$ cat src/rtl/grr_pkg.sv
`default_nettype none
package grr_pkg;

	localparam int MAX_GROUP_DEF = 32;
	localparam int ADDR_W        = 20;
	localparam int VAL_W         = 32;
	localparam int GS_W          = 6;
	localparam int CMP_W         = GS_W + 1;
	localparam int PADDR_W       = 3;
	localparam int PDATA_W       = 32;

	localparam logic [GS_W-1:0] GS_RESET = GS_W'(1);

	// Register index decoded from paddr[2]
	localparam logic REG_GROUP_SIZE = 1'b0;

	typedef struct packed {
		logic [ADDR_W-1:0]       node_addr;
		logic signed [VAL_W-1:0] node_value;
		logic                    is_final;
	} node_in_t;

	typedef struct packed {
		logic [ADDR_W-1:0]       out_addr;
		logic signed [VAL_W-1:0] out_value;
		logic [ADDR_W-1:0]       next_addr;
		logic                    next_null;
		logic                    run_end;
	} node_out_t;

	typedef struct packed {
		logic [ADDR_W-1:0] addr;
		logic [VAL_W-1:0]  value;
	} node_t;

	typedef struct packed {
		logic wr;
		logic rd;
		logic step;
		logic tail;
	} grr_cmd_t;

	typedef struct packed {
		logic close;
		logic held_valid;
		logic last;
		logic fin;
		logic out_free;
	} grr_sts_t;

endpackage
`default_nettype wire

$ cat src/rtl/grr_ctrl.sv
`default_nettype none
module grr_ctrl
	import grr_pkg::*;
(
	input  wire logic     clk,
	input  wire logic     arst_n,
	input  wire logic     in_valid,
	output logic          in_ready,
	input  wire grr_sts_t st,
	output grr_cmd_t      cmd
);

	typedef enum logic [1:0] {
		S_IDLE,
		S_READ,
		S_PAIR,
		S_TAIL
	} state_t;

	state_t state_q;
	logic   go;

	assign in_ready = (state_q == S_IDLE);
	assign go       = !st.held_valid || st.out_free;

	always_comb begin
		cmd = '0;
		unique case (state_q)
			S_IDLE: cmd.wr   = in_valid;
			S_READ: cmd.rd   = 1'b1;
			S_PAIR: cmd.step = go;
			S_TAIL: cmd.tail = st.out_free;
			default: cmd = '0;
		endcase
	end

	always_ff @(posedge clk or negedge arst_n) begin
		if (!arst_n) begin
			state_q <= S_IDLE;
		end else begin
			unique case (state_q)
				S_IDLE: begin
					if (in_valid && st.close)
						state_q <= S_READ;
				end
				S_READ: state_q <= S_PAIR;
				S_PAIR: begin
					if (go) begin
						if (!st.last)
							state_q <= S_READ;
						else if (st.fin)
							state_q <= S_TAIL;
						else
							state_q <= S_IDLE;
					end
				end
				S_TAIL: begin
					if (st.out_free)
						state_q <= S_IDLE;
				end
				default: state_q <= S_IDLE;
			endcase
		end
	end

endmodule
`default_nettype wire

$ cat src/rtl/grr_dp.sv
`default_nettype none
module grr_dp
	import grr_pkg::*;
#(
	parameter int MAX_GROUP = MAX_GROUP_DEF
)
(
	input  wire logic            clk,
	input  wire logic            arst_n,
	input  wire logic [GS_W-1:0] group_size,
	input  wire node_in_t        in_data,
	input  wire grr_cmd_t        cmd,
	output grr_sts_t             st,
	output logic                 out_valid,
	input  wire logic            out_ready,
	output node_out_t            out_data
);

	localparam int AW = (MAX_GROUP > 1) ? $clog2(MAX_GROUP) : 1;
	localparam int CW = $clog2(MAX_GROUP + 1);
	localparam logic [CMP_W-1:0] KMAX = CMP_W'(MAX_GROUP);

	node_t          mem_q [MAX_GROUP];
	node_t          rdata_q;
	node_t          held_q;
	logic           held_valid_q;
	logic [CW-1:0]  fill_q;
	logic [CW-1:0]  remain_q;
	logic [AW-1:0]  ptr_q;
	logic           rev_q;
	logic           last_q;
	logic           fin_q;
	logic           out_valid_q;
	node_out_t      out_q;

	logic [CW-1:0]    fill_nxt;
	logic [CMP_W-1:0] gs_ext;
	logic [CMP_W-1:0] k_eff;
	logic             full;
	logic             out_free;

	assign fill_nxt = fill_q + CW'(1);
	assign gs_ext   = CMP_W'(group_size);
	assign k_eff    = (gs_ext == '0) ? CMP_W'(1) : ((gs_ext > KMAX) ? KMAX : gs_ext);
	assign full     = CMP_W'(fill_nxt) >= k_eff;
	assign out_free = !out_valid_q || out_ready;

	assign st.close      = full || in_data.is_final;
	assign st.held_valid = held_valid_q;
	assign st.last       = last_q;
	assign st.fin        = fin_q;
	assign st.out_free   = out_free;

	assign out_valid = out_valid_q;
	assign out_data  = out_q;

	// Group buffer
	always_ff @(posedge clk) begin
		if (cmd.wr)
			mem_q[fill_q[AW-1:0]] <= '{addr: in_data.node_addr, value: in_data.node_value};
		if (cmd.rd)
			rdata_q <= mem_q[ptr_q];
	end

	always_ff @(posedge clk or negedge arst_n) begin
		if (!arst_n) begin
			fill_q   <= '0;
			remain_q <= '0;
			ptr_q    <= '0;
			rev_q    <= 1'b0;
			last_q   <= 1'b0;
			fin_q    <= 1'b0;
		end else begin
			if (cmd.wr) begin
				if (full || in_data.is_final) begin
					// Close the group: full groups read backward, a final partial one forward
					fill_q   <= '0;
					remain_q <= fill_nxt;
					fin_q    <= in_data.is_final;
					rev_q    <= full;
					ptr_q    <= full ? fill_q[AW-1:0] : '0;
				end else begin
					fill_q <= fill_nxt;
				end
			end
			if (cmd.rd) begin
				remain_q <= remain_q - CW'(1);
				last_q   <= (remain_q == CW'(1));
				ptr_q    <= rev_q ? (ptr_q - AW'(1)) : (ptr_q + AW'(1));
			end
		end
	end

	// Held node and output beat register
	always_ff @(posedge clk or negedge arst_n) begin
		if (!arst_n) begin
			held_valid_q <= 1'b0;
			out_valid_q  <= 1'b0;
		end else begin
			if (cmd.step) begin
				held_valid_q <= 1'b1;
				if (held_valid_q)
					out_valid_q <= 1'b1;
				else if (out_ready)
					out_valid_q <= 1'b0;
			end else if (cmd.tail) begin
				held_valid_q <= 1'b0;
				out_valid_q  <= 1'b1;
			end else if (out_ready) begin
				out_valid_q <= 1'b0;
			end
		end
	end

	always_ff @(posedge clk) begin
		if (cmd.step) begin
			held_q <= rdata_q;
			if (held_valid_q) begin
				out_q.out_addr  <= held_q.addr;
				out_q.out_value <= held_q.value;
				out_q.next_addr <= rdata_q.addr;
				out_q.next_null <= 1'b0;
				out_q.run_end   <= last_q && !fin_q;
			end
		end else if (cmd.tail) begin
			out_q.out_addr  <= held_q.addr;
			out_q.out_value <= held_q.value;
			out_q.next_addr <= '0;
			out_q.next_null <= 1'b1;
			out_q.run_end   <= 1'b1;
		end
	end

endmodule
`default_nettype wire

$ cat src/rtl/group_reverse_relink.sv
// Flow: an item that leaves its group open is simply written to the group buffer.
// An item that closes a group of m nodes starts a drain: one buffer read and one
// link step per node, plus a tail step for the list end on a final item; output
// stalls lengthen the drain. No new item is taken until the drain is done.
// Reset: arst_n clears the group fill, held node flag, output beat and state;
// group_size returns to 1.
`default_nettype none
module group_reverse_relink
	import grr_pkg::*;
#(
	parameter int MAX_GROUP = MAX_GROUP_DEF
)
(
	input  wire logic               clk,
	input  wire logic               arst_n,
	input  wire logic               in_valid,
	output logic                    in_ready,
	input  wire node_in_t           in_data,
	output logic                    out_valid,
	input  wire logic               out_ready,
	output node_out_t               out_data,
	input  wire logic               psel,
	input  wire logic               penable,
	input  wire logic               pwrite,
	input  wire logic [PADDR_W-1:0] paddr,
	input  wire logic [PDATA_W-1:0] pwdata,
	output logic [PDATA_W-1:0]      prdata,
	output logic                    pready
);

	logic [GS_W-1:0] group_size_q;
	grr_cmd_t        cmd;
	grr_sts_t        st;
	logic            reg_hit;

	assign pready  = 1'b1;
	assign reg_hit = (paddr[2] == REG_GROUP_SIZE);
	assign prdata  = reg_hit ? PDATA_W'(group_size_q) : '0;

	always_ff @(posedge clk or negedge arst_n) begin
		if (!arst_n) begin
			group_size_q <= GS_RESET;
		end else if (psel && penable && pwrite && reg_hit) begin
			group_size_q <= pwdata[GS_W-1:0];
		end
	end

	grr_ctrl u_ctrl (
		.clk      (clk),
		.arst_n   (arst_n),
		.in_valid (in_valid),
		.in_ready (in_ready),
		.st       (st),
		.cmd      (cmd)
	);

	grr_dp #(
		.MAX_GROUP (MAX_GROUP)
	) u_dp (
		.clk        (clk),
		.arst_n     (arst_n),
		.group_size (group_size_q),
		.in_data    (in_data),
		.cmd        (cmd),
		.st         (st),
		.out_valid  (out_valid),
		.out_ready  (out_ready),
		.out_data   (out_data)
	);

	// A null link always ends the beat run and carries a zero address
	a_null_link: assert property (@(posedge clk) disable iff (!arst_n)
		(out_valid && out_data.next_null) |-> (out_data.run_end && out_data.next_addr == '0))
		else $error("null link beat malformed");

	// Hold a stalled output beat steady until it is taken
	a_out_hold: assert property (@(posedge clk) disable iff (!arst_n)
		(out_valid && !out_ready) |=> (out_valid && $stable(out_data)))
		else $error("output beat changed while stalled");

	// A final item always starts a drain
	a_final_drain: assert property (@(posedge clk) disable iff (!arst_n)
		(in_valid && in_ready && in_data.is_final) |=> !in_ready)
		else $error("final item did not start drain");

endmodule
`default_nettype wire
$ cat config.mk
export PLATFORM = sky130hd
export DESIGN_NAME = group_reverse_relink
export DESIGN_NICKNAME = d
export VERILOG_FILES = /design/src/rtl/grr_pkg.sv /design/src/rtl/grr_ctrl.sv /design/src/rtl/grr_dp.sv /design/src/rtl/group_reverse_relink.sv
export SDC_FILE = /design/constraint.sdc
export NUM_CORES = 2
export LEC_CHECK = 0
export BUFFER_PORTS_ARGS = -buffer_cell sky130_fd_sc_hd__buf_2
export CELL_PAD_IN_SITES_DETAIL_PLACEMENT = 0
export CELL_PAD_IN_SITES_GLOBAL_PLACEMENT = 1
export CORE_MARGIN = 2
export CORE_UTILIZATION = 30
export CTS_CLUSTER_DIAMETER = 120
export DETAILED_ROUTE_END_ITERATION = 7
export HOLD_SLACK_MARGIN = 0.06
export PLACE_DENSITY = 0.55
export SYNTH_ARGS = -nofsm -noshare
export SYNTH_HDL_FRONTEND = slang
export SYNTH_SLANG_ARGS = --single-unit
$ cat constraint.sdc
create_clock -name clk -period 5.9 [get_ports clk]
set_input_delay 1.77 -clock clk [delete_from_list [all_inputs] [get_ports clk]]
set_output_delay 1.77 -clock clk [all_outputs]
set_load 0.02 [all_outputs]
# Yosys cells after proc, flatten, opt, wreduce, memory -nomap -nowiden
# Memories as Yosys holds them, arrays and structs flattened. A register that Yosys moved wholly into a read port is not among the register bits.
# Index checks and enable logic that the tools add are counted.
classes:
  n_mux: 33
  n_reduce_logical: 20
  n_bitwise: 1
  n_eq_ne: 8
  n_lt_le_gt_ge: 2
  n_addsub: 4
op_table:
  columns: ["op", "count"]
  rows:
  - ["two-way mux 74 bit", 3]
  - ["two-way mux 6 bit", 6]
  - ["two-way mux 5 bit", 5]
  - ["two-way mux 1 bit", 12]
  - ["two-way mux 2 bit", 5]
  - ["!= test 2 x 1 -> 1 bit (second input constant)", 4]
  - ["case mux 2 bit (4 select lines)", 1]
  - ["greater-or-equal comparator 6 x 7 -> 1 bit", 1]
  - ["zero test 7 bit", 1]
  - ["two-way mux 7 bit", 1]
  - ["adder 6 x 1 -> 6 bit (second input constant)", 1]
  - ["equality test 6 x 1 -> 1 bit (second input constant)", 1]
  - ["greater-than comparator 6 bit (second input constant)", 1]
  - ["AND reduction 2 bit", 3]
  - ["nonzero test 2 bit", 3]
  - ["subtractor 6 x 1 -> 6 bit (second input constant)", 1]
  - ["adder 5 x 1 -> 5 bit (second input constant)", 1]
  - ["logical AND 1 bit", 5]
  - ["subtractor 5 x 1 -> 5 bit (second input constant)", 1]
  - ["equality test 2 bit (second input constant)", 2]
  - ["zero test 1 bit", 3]
  - ["logical OR 1 bit", 3]
  - ["AND reduction 3 bit", 1]
  - ["equality test 2 x 1 -> 1 bit (second input constant)", 1]
  - ["2 further kinds", 2]
totals:
  ramBits: 1664
  in_bits: 95
  reg_bits: 156
  mem_count: 1
  word_cells: 86
mem_list:
  columns: ["memory", "words", "width", "rd", "rd_ports_with_merged_regs", "wr", "line", "text"]
  rows:
  - ["u_dp.mem_q", 32, 52, 1, 1, 1, "grr_dp.sv:23", "node_t mem_q [MAX_GROUP];"]

# Longest topological paths before layout
logic_depth:
  word_depth: 8
  ltp_mapped: 9
  ltp_nobuf: 9

# Hierarchy
# Synthesis repeated with hierarchy kept, for this count alone.
hier_totals:
  hier_cells: 3585
  area_unflattened_um2: 71142.0
modules_own_cells:
  columns: ["module", "area_per_inst_um2", "cells_per_inst", "n_inst"]
  rows:
  - ["grr_dp", 70485.1, 3521, 1]
  - ["group_reverse_relink", 505.5, 48, 1]
  - ["grr_ctrl", 151.4, 16, 1]

# Worst setup path after synthesis
# OpenSTA, ideal clock, no wires.
synth_path:
  kind: "input-to-reg"
  from: "in out_ready"
  to: "reg u_dp.out_q (netlist bit u_dp.out_data[0]) (enable)"
  stages: 2
  arrival_ns: 4.940
  path_slack_ns: 0.453
  path_cell_list: "nor2b_1 nor2_1"
synth_between:
  elab_chain_len: 5
synth_lines:
  columns: ["item", "line", "text"]
  rows:
  - ["start: declaration", "group_reverse_relink.sv:20", "input wire logic out_ready,"]
  - ["logical OR 1 bit (*)", "grr_dp.sv:46", "assign out_free = !out_valid_q || out_ready;"]
  - ["logical OR 1 bit", "grr_ctrl.sv:24", "assign go = !st.held_valid || st.out_free;"]
  - ["two-way mux 1 bit", "grr_ctrl.sv:28", "unique case (state_q)"]
  - ["!= test 2 x 1 -> 1 bit (no line) or nonzero test 2 bit (tied branches)", null, null]
  - ["AND reduction 2 bit (no line) (*)", null, null]
  - ["end: declaration", "grr_dp.sv:34", "node_out_t out_q;"]
# Mark *: on every way between the ends. The rest lies on a longest branch, timed or not.
# A chain may end at the register's enable or synchronous reset.

# Final worst setup path
layout_path:
  from: "in paddr[2]"
  to: "out prdata[2]"
layout_between:
  elab_chain_len: 1
layout_lines:
  columns: ["item", "line", "text"]
  rows:
  - ["start: declaration", "group_reverse_relink.sv:25", "input wire logic [PADDR_W-1:0] paddr,"]
  - ["two-way mux 6 bit", "group_reverse_relink.sv:38", "assign prdata = reg_hit ? PDATA_W'(group_size_q) : '0;"]
  - ["end: declaration", "group_reverse_relink.sv:27", "output logic [PDATA_W-1:0] prdata,"]
# Every way passes these cells.

==> metrics <==
status=completed; Final GP Congestion=approximately 0.72; Least-Margin Pin Slew=1100 ps; sw power=10.1 mW; Die H=490 um; RSZ-0062 raised after global routing=no; row cnt=178; # hold bufs at CTS=0; most frequent CP cell=buf_2; Root Driver=clkbuf_16; first-pass GRT wire length=257,000 um; Sw Share=28.7%; critical path type=in -> out; # DRC=0; Crit path largest cell delay=roughly 170 ps; drt pass-1 iters=5; internal power=25.2 mW; Synth Warn #=0; vias in the first global route=35,100; synthesis-stage register bit count=1,872; most frequent cells in the layout=edfxtp_1 (1,842), mux2i_1 (417), a22oi_1 (260), mux4_2 (208), clkbuf_16 (203); Fill cells=21,900; mux share of post-synthesis cell area=12.6%; min Tclk post-route=3950 ps; sequential share of power=around 46%; syn_area_per_cell=20.3 sq um; Simple-Gate Fraction of Synth Area=2.52%; die extent in x=around 490 um; crit-path cells=buf_2 > nor2b_1 > buf_2; pwr dens=430 nW/um^2; Synth async-reset ratio=1.60%; post-layout net count=3,854; Fin Setup TNS=0 ps; CTS tree=built; final period utilization=66.9%; PortBufs=148; remaining antenna violation count=0; Final Slew Violations=0; Final Hold Violating Endpoints=0; Hold Slack=roughly 400 ps; MaxCap Viol Count=0; CTS H-Tree Depth=4; core region area=between 200,000 and 250,000 sq um; Worst setup SP type=input port; CP arrival=2180 ps; die area=240,000 sq um; skew final=30.6 ps; Post-Syn Area=~71,000 sq um; Post-Synth Adder-Cell Area=0.293%; P_leak=25.6 nW; maximum VDD drop=0.000268 V; Multi-input gate area=14,000 sq um; GRT Resource Usage Total=14.9%; Initial Utilization=30.1%; CTS Buf Count=197; WL final=about 180,000 um; Clk pwr share=33.7%; combinational power share=20.8%; number of synthesized flops with an enable pin=1,842; Starting DRT DRC Count=about 2,900; f_max=253 MHz; grt ovf=0; Clock Tree Buf Depth=3; Sequential Area=between 50,000 and 60,000 sq um; antenna violations before repair=15; Worst-path clk slew=50 ps; clk sinks=approximately 1,900; Avg WL per Cell=25.5 um; compound-gate portion of the synthesized area=3.64%; final-report setup violation count=0; XOR/XNOR share of the synthesized area=0.0619%; hold crit path type=reg -> reg; Critical Path Sink Type=primary output; post-synthesis sequential area ratio=roughly four fifths; clock latency on the worst-skew pair=820 ps; Top FF cell, synth=edfxtp_1; # IOs=204; Slew headroom=26.5%; post-CTS sizing=0; Area Growth Syn to Fin=16.0%; Final HPWL DP=94,600 um; combinational family with the most area after synthesis=multiplexers; total number of vias=34,100; maximum fanout along the worst path=7; largest net degree at the start of global routing=98; Post-Syn Instances=3,479; Yosys cell types=56; Vias/cell=4.83; # Post-CTS Setup Buffers=0; most common cell after layout, fill and taps aside=edfxtp_1; required time worst endpoint=4130 ps; share of cells above drive strength 1=20.1%; Worst path slowest cell=buf_2
-- metrics by stage --
| stage | setup WS (ps) | util (%) | cells | area [sq um] | power, mW |
|---|---|---|---|---|---|
| finish | 1950 | 35.0 | 7054 | 82100 | 35.3 |
| detailed placement | 1850 | 32.3 | 6694 | 75900 | 23.9 |
| global placement | 1890 | 32.3 | 6694 | 75900 | 23.9 |
| global route | 1900 | 35.0 | 7053 | 82100 | 36.9 |
| floorplan | 453 | - | 3504 | 70900 | 21.1 |
| CTS | 1950 | 35.0 | 7051 | 82100 | 35.9 |
-- registers in the layout, indices dropped and copies added, names as in the netlist, 2 cells and up --
register	cells
u_ctrl.state_q	2
u_dp.fill_q	6
u_dp.ptr_q	5
u_dp.remain_q	6
u_dp.out_data	74
u_dp.held_q	52
u_dp.mem_q	1664
group_size_q	6
u_dp.rdata_q	52
-- critical path, delay by kind of cell --
| kind | cells | cell delay [ps] |
|---|---|---|
| simple gates | 1 | 110 |
| buf+inv | 2 | 300 |
-- layout make-up --
class,instances,share of cell area [%]
flip-flops and latches,1872,68.3
repair buffers,251,2.33
multi-input cells,1407,17.0
diodes,3,0.00914
well taps,3150,4.80
inverters,14,0.0670
clock inverters,110,1.11
clock buffers,247,6.42
-- layer usage --
metal  part of all wire [%]  up-vias  global-route usage (%)  routed length, um
li1                       -    14800                       -                  -
met1                     45    18200                    20.4              81100
met2                     49      732                    24.9              88500
met3                    4.1      229                    2.24               7330
met4                    1.8        4                    3.48               3260
met5                  0.015        -                       0                 27
-- Yosys cell counts (10+ instances only) --
| library cell | count | area, sq um |
|---|---|---|
| clkbuf_1 | 82 | 308 |
| mux2i_1 | 417 | 4170 |
| nor2_1 | 51 | 191 |
| nand3_1 | 113 | 566 |
| nand2_1 | 91 | 342 |
| dfrtp_1 | 29 | 726 |
| inv_1 | 14 | 52.6 |
| and2_1 | 23 | 144 |
| edfxtp_1 | 1842 | 55300 |
| buf_2 | 73 | 365 |
| nand4_1 | 54 | 338 |
| a22oi_1 | 260 | 1950 |
| o21ai_0 | 13 | 65.1 |
| buf_4 | 41 | 308 |
| buf_6 | 10 | 113 |
| a21oi_1 | 60 | 300 |
| mux4_2 | 208 | 4680 |
| ha_1 | 15 | 188 |
-- logic make-up (layout without fill, tap and decap cells) --
| group | after synthesis | count (layout) |
|---|---|---|
| AO/OA/AOI/OAI | 365 | 365 |
| XOR/XNOR | 5 | 5 |
| adder cells (fa/ha/maj) | 16 | 16 |
| buffers and inverters | 225 | 622 |
| flip-flops | 1872 | 1872 |
| multiplexers | 631 | 631 |
| other | 2 | 30 |
| AND/OR/NAND/NOR | 363 | 363 |
-- power groups by stage --
stage / Sequential [mW] / Combinational (mW) / Clock, mW
floorplan: 16.3 / 4.77 / 0
global route: 16.1 / 7.98 / 12.7
detailed placement: 16.4 / 7.53 / 0
CTS: 16.1 / 7.56 / 12.2
finish: 16.1 / 7.35 / 11.9
global placement: 16.3 / 7.52 / 0
-- worst paths after layout --
check	startpoint	end	slack [ps]	depth (start not counted)
worst max-delay path	paddr[2]	prdata[2]	1950	3
worst min register to register	u_dp.held_q[37]$_DFFE_PP_	u_dp.out_data[59]$_DFFE_PP_	400	0
min in group asynchronous	arst_n	group_size_q[4]$_DFFE_PN0P_	1010	1
worst min-delay path	u_dp.held_q[37]$_DFFE_PP_	u_dp.out_data[59]$_DFFE_PP_	400	0
max in group asynchronous	arst_n	u_dp.ptr_q[0]$_DFFE_PN0P_	4310	1
worst max register to register	u_dp.fill_q[2]$_DFFE_PN0P_	u_dp.ptr_q[4]$_DFFE_PN0P_	2150	8
Note: power is estimated with default switching activity, not from simulation.
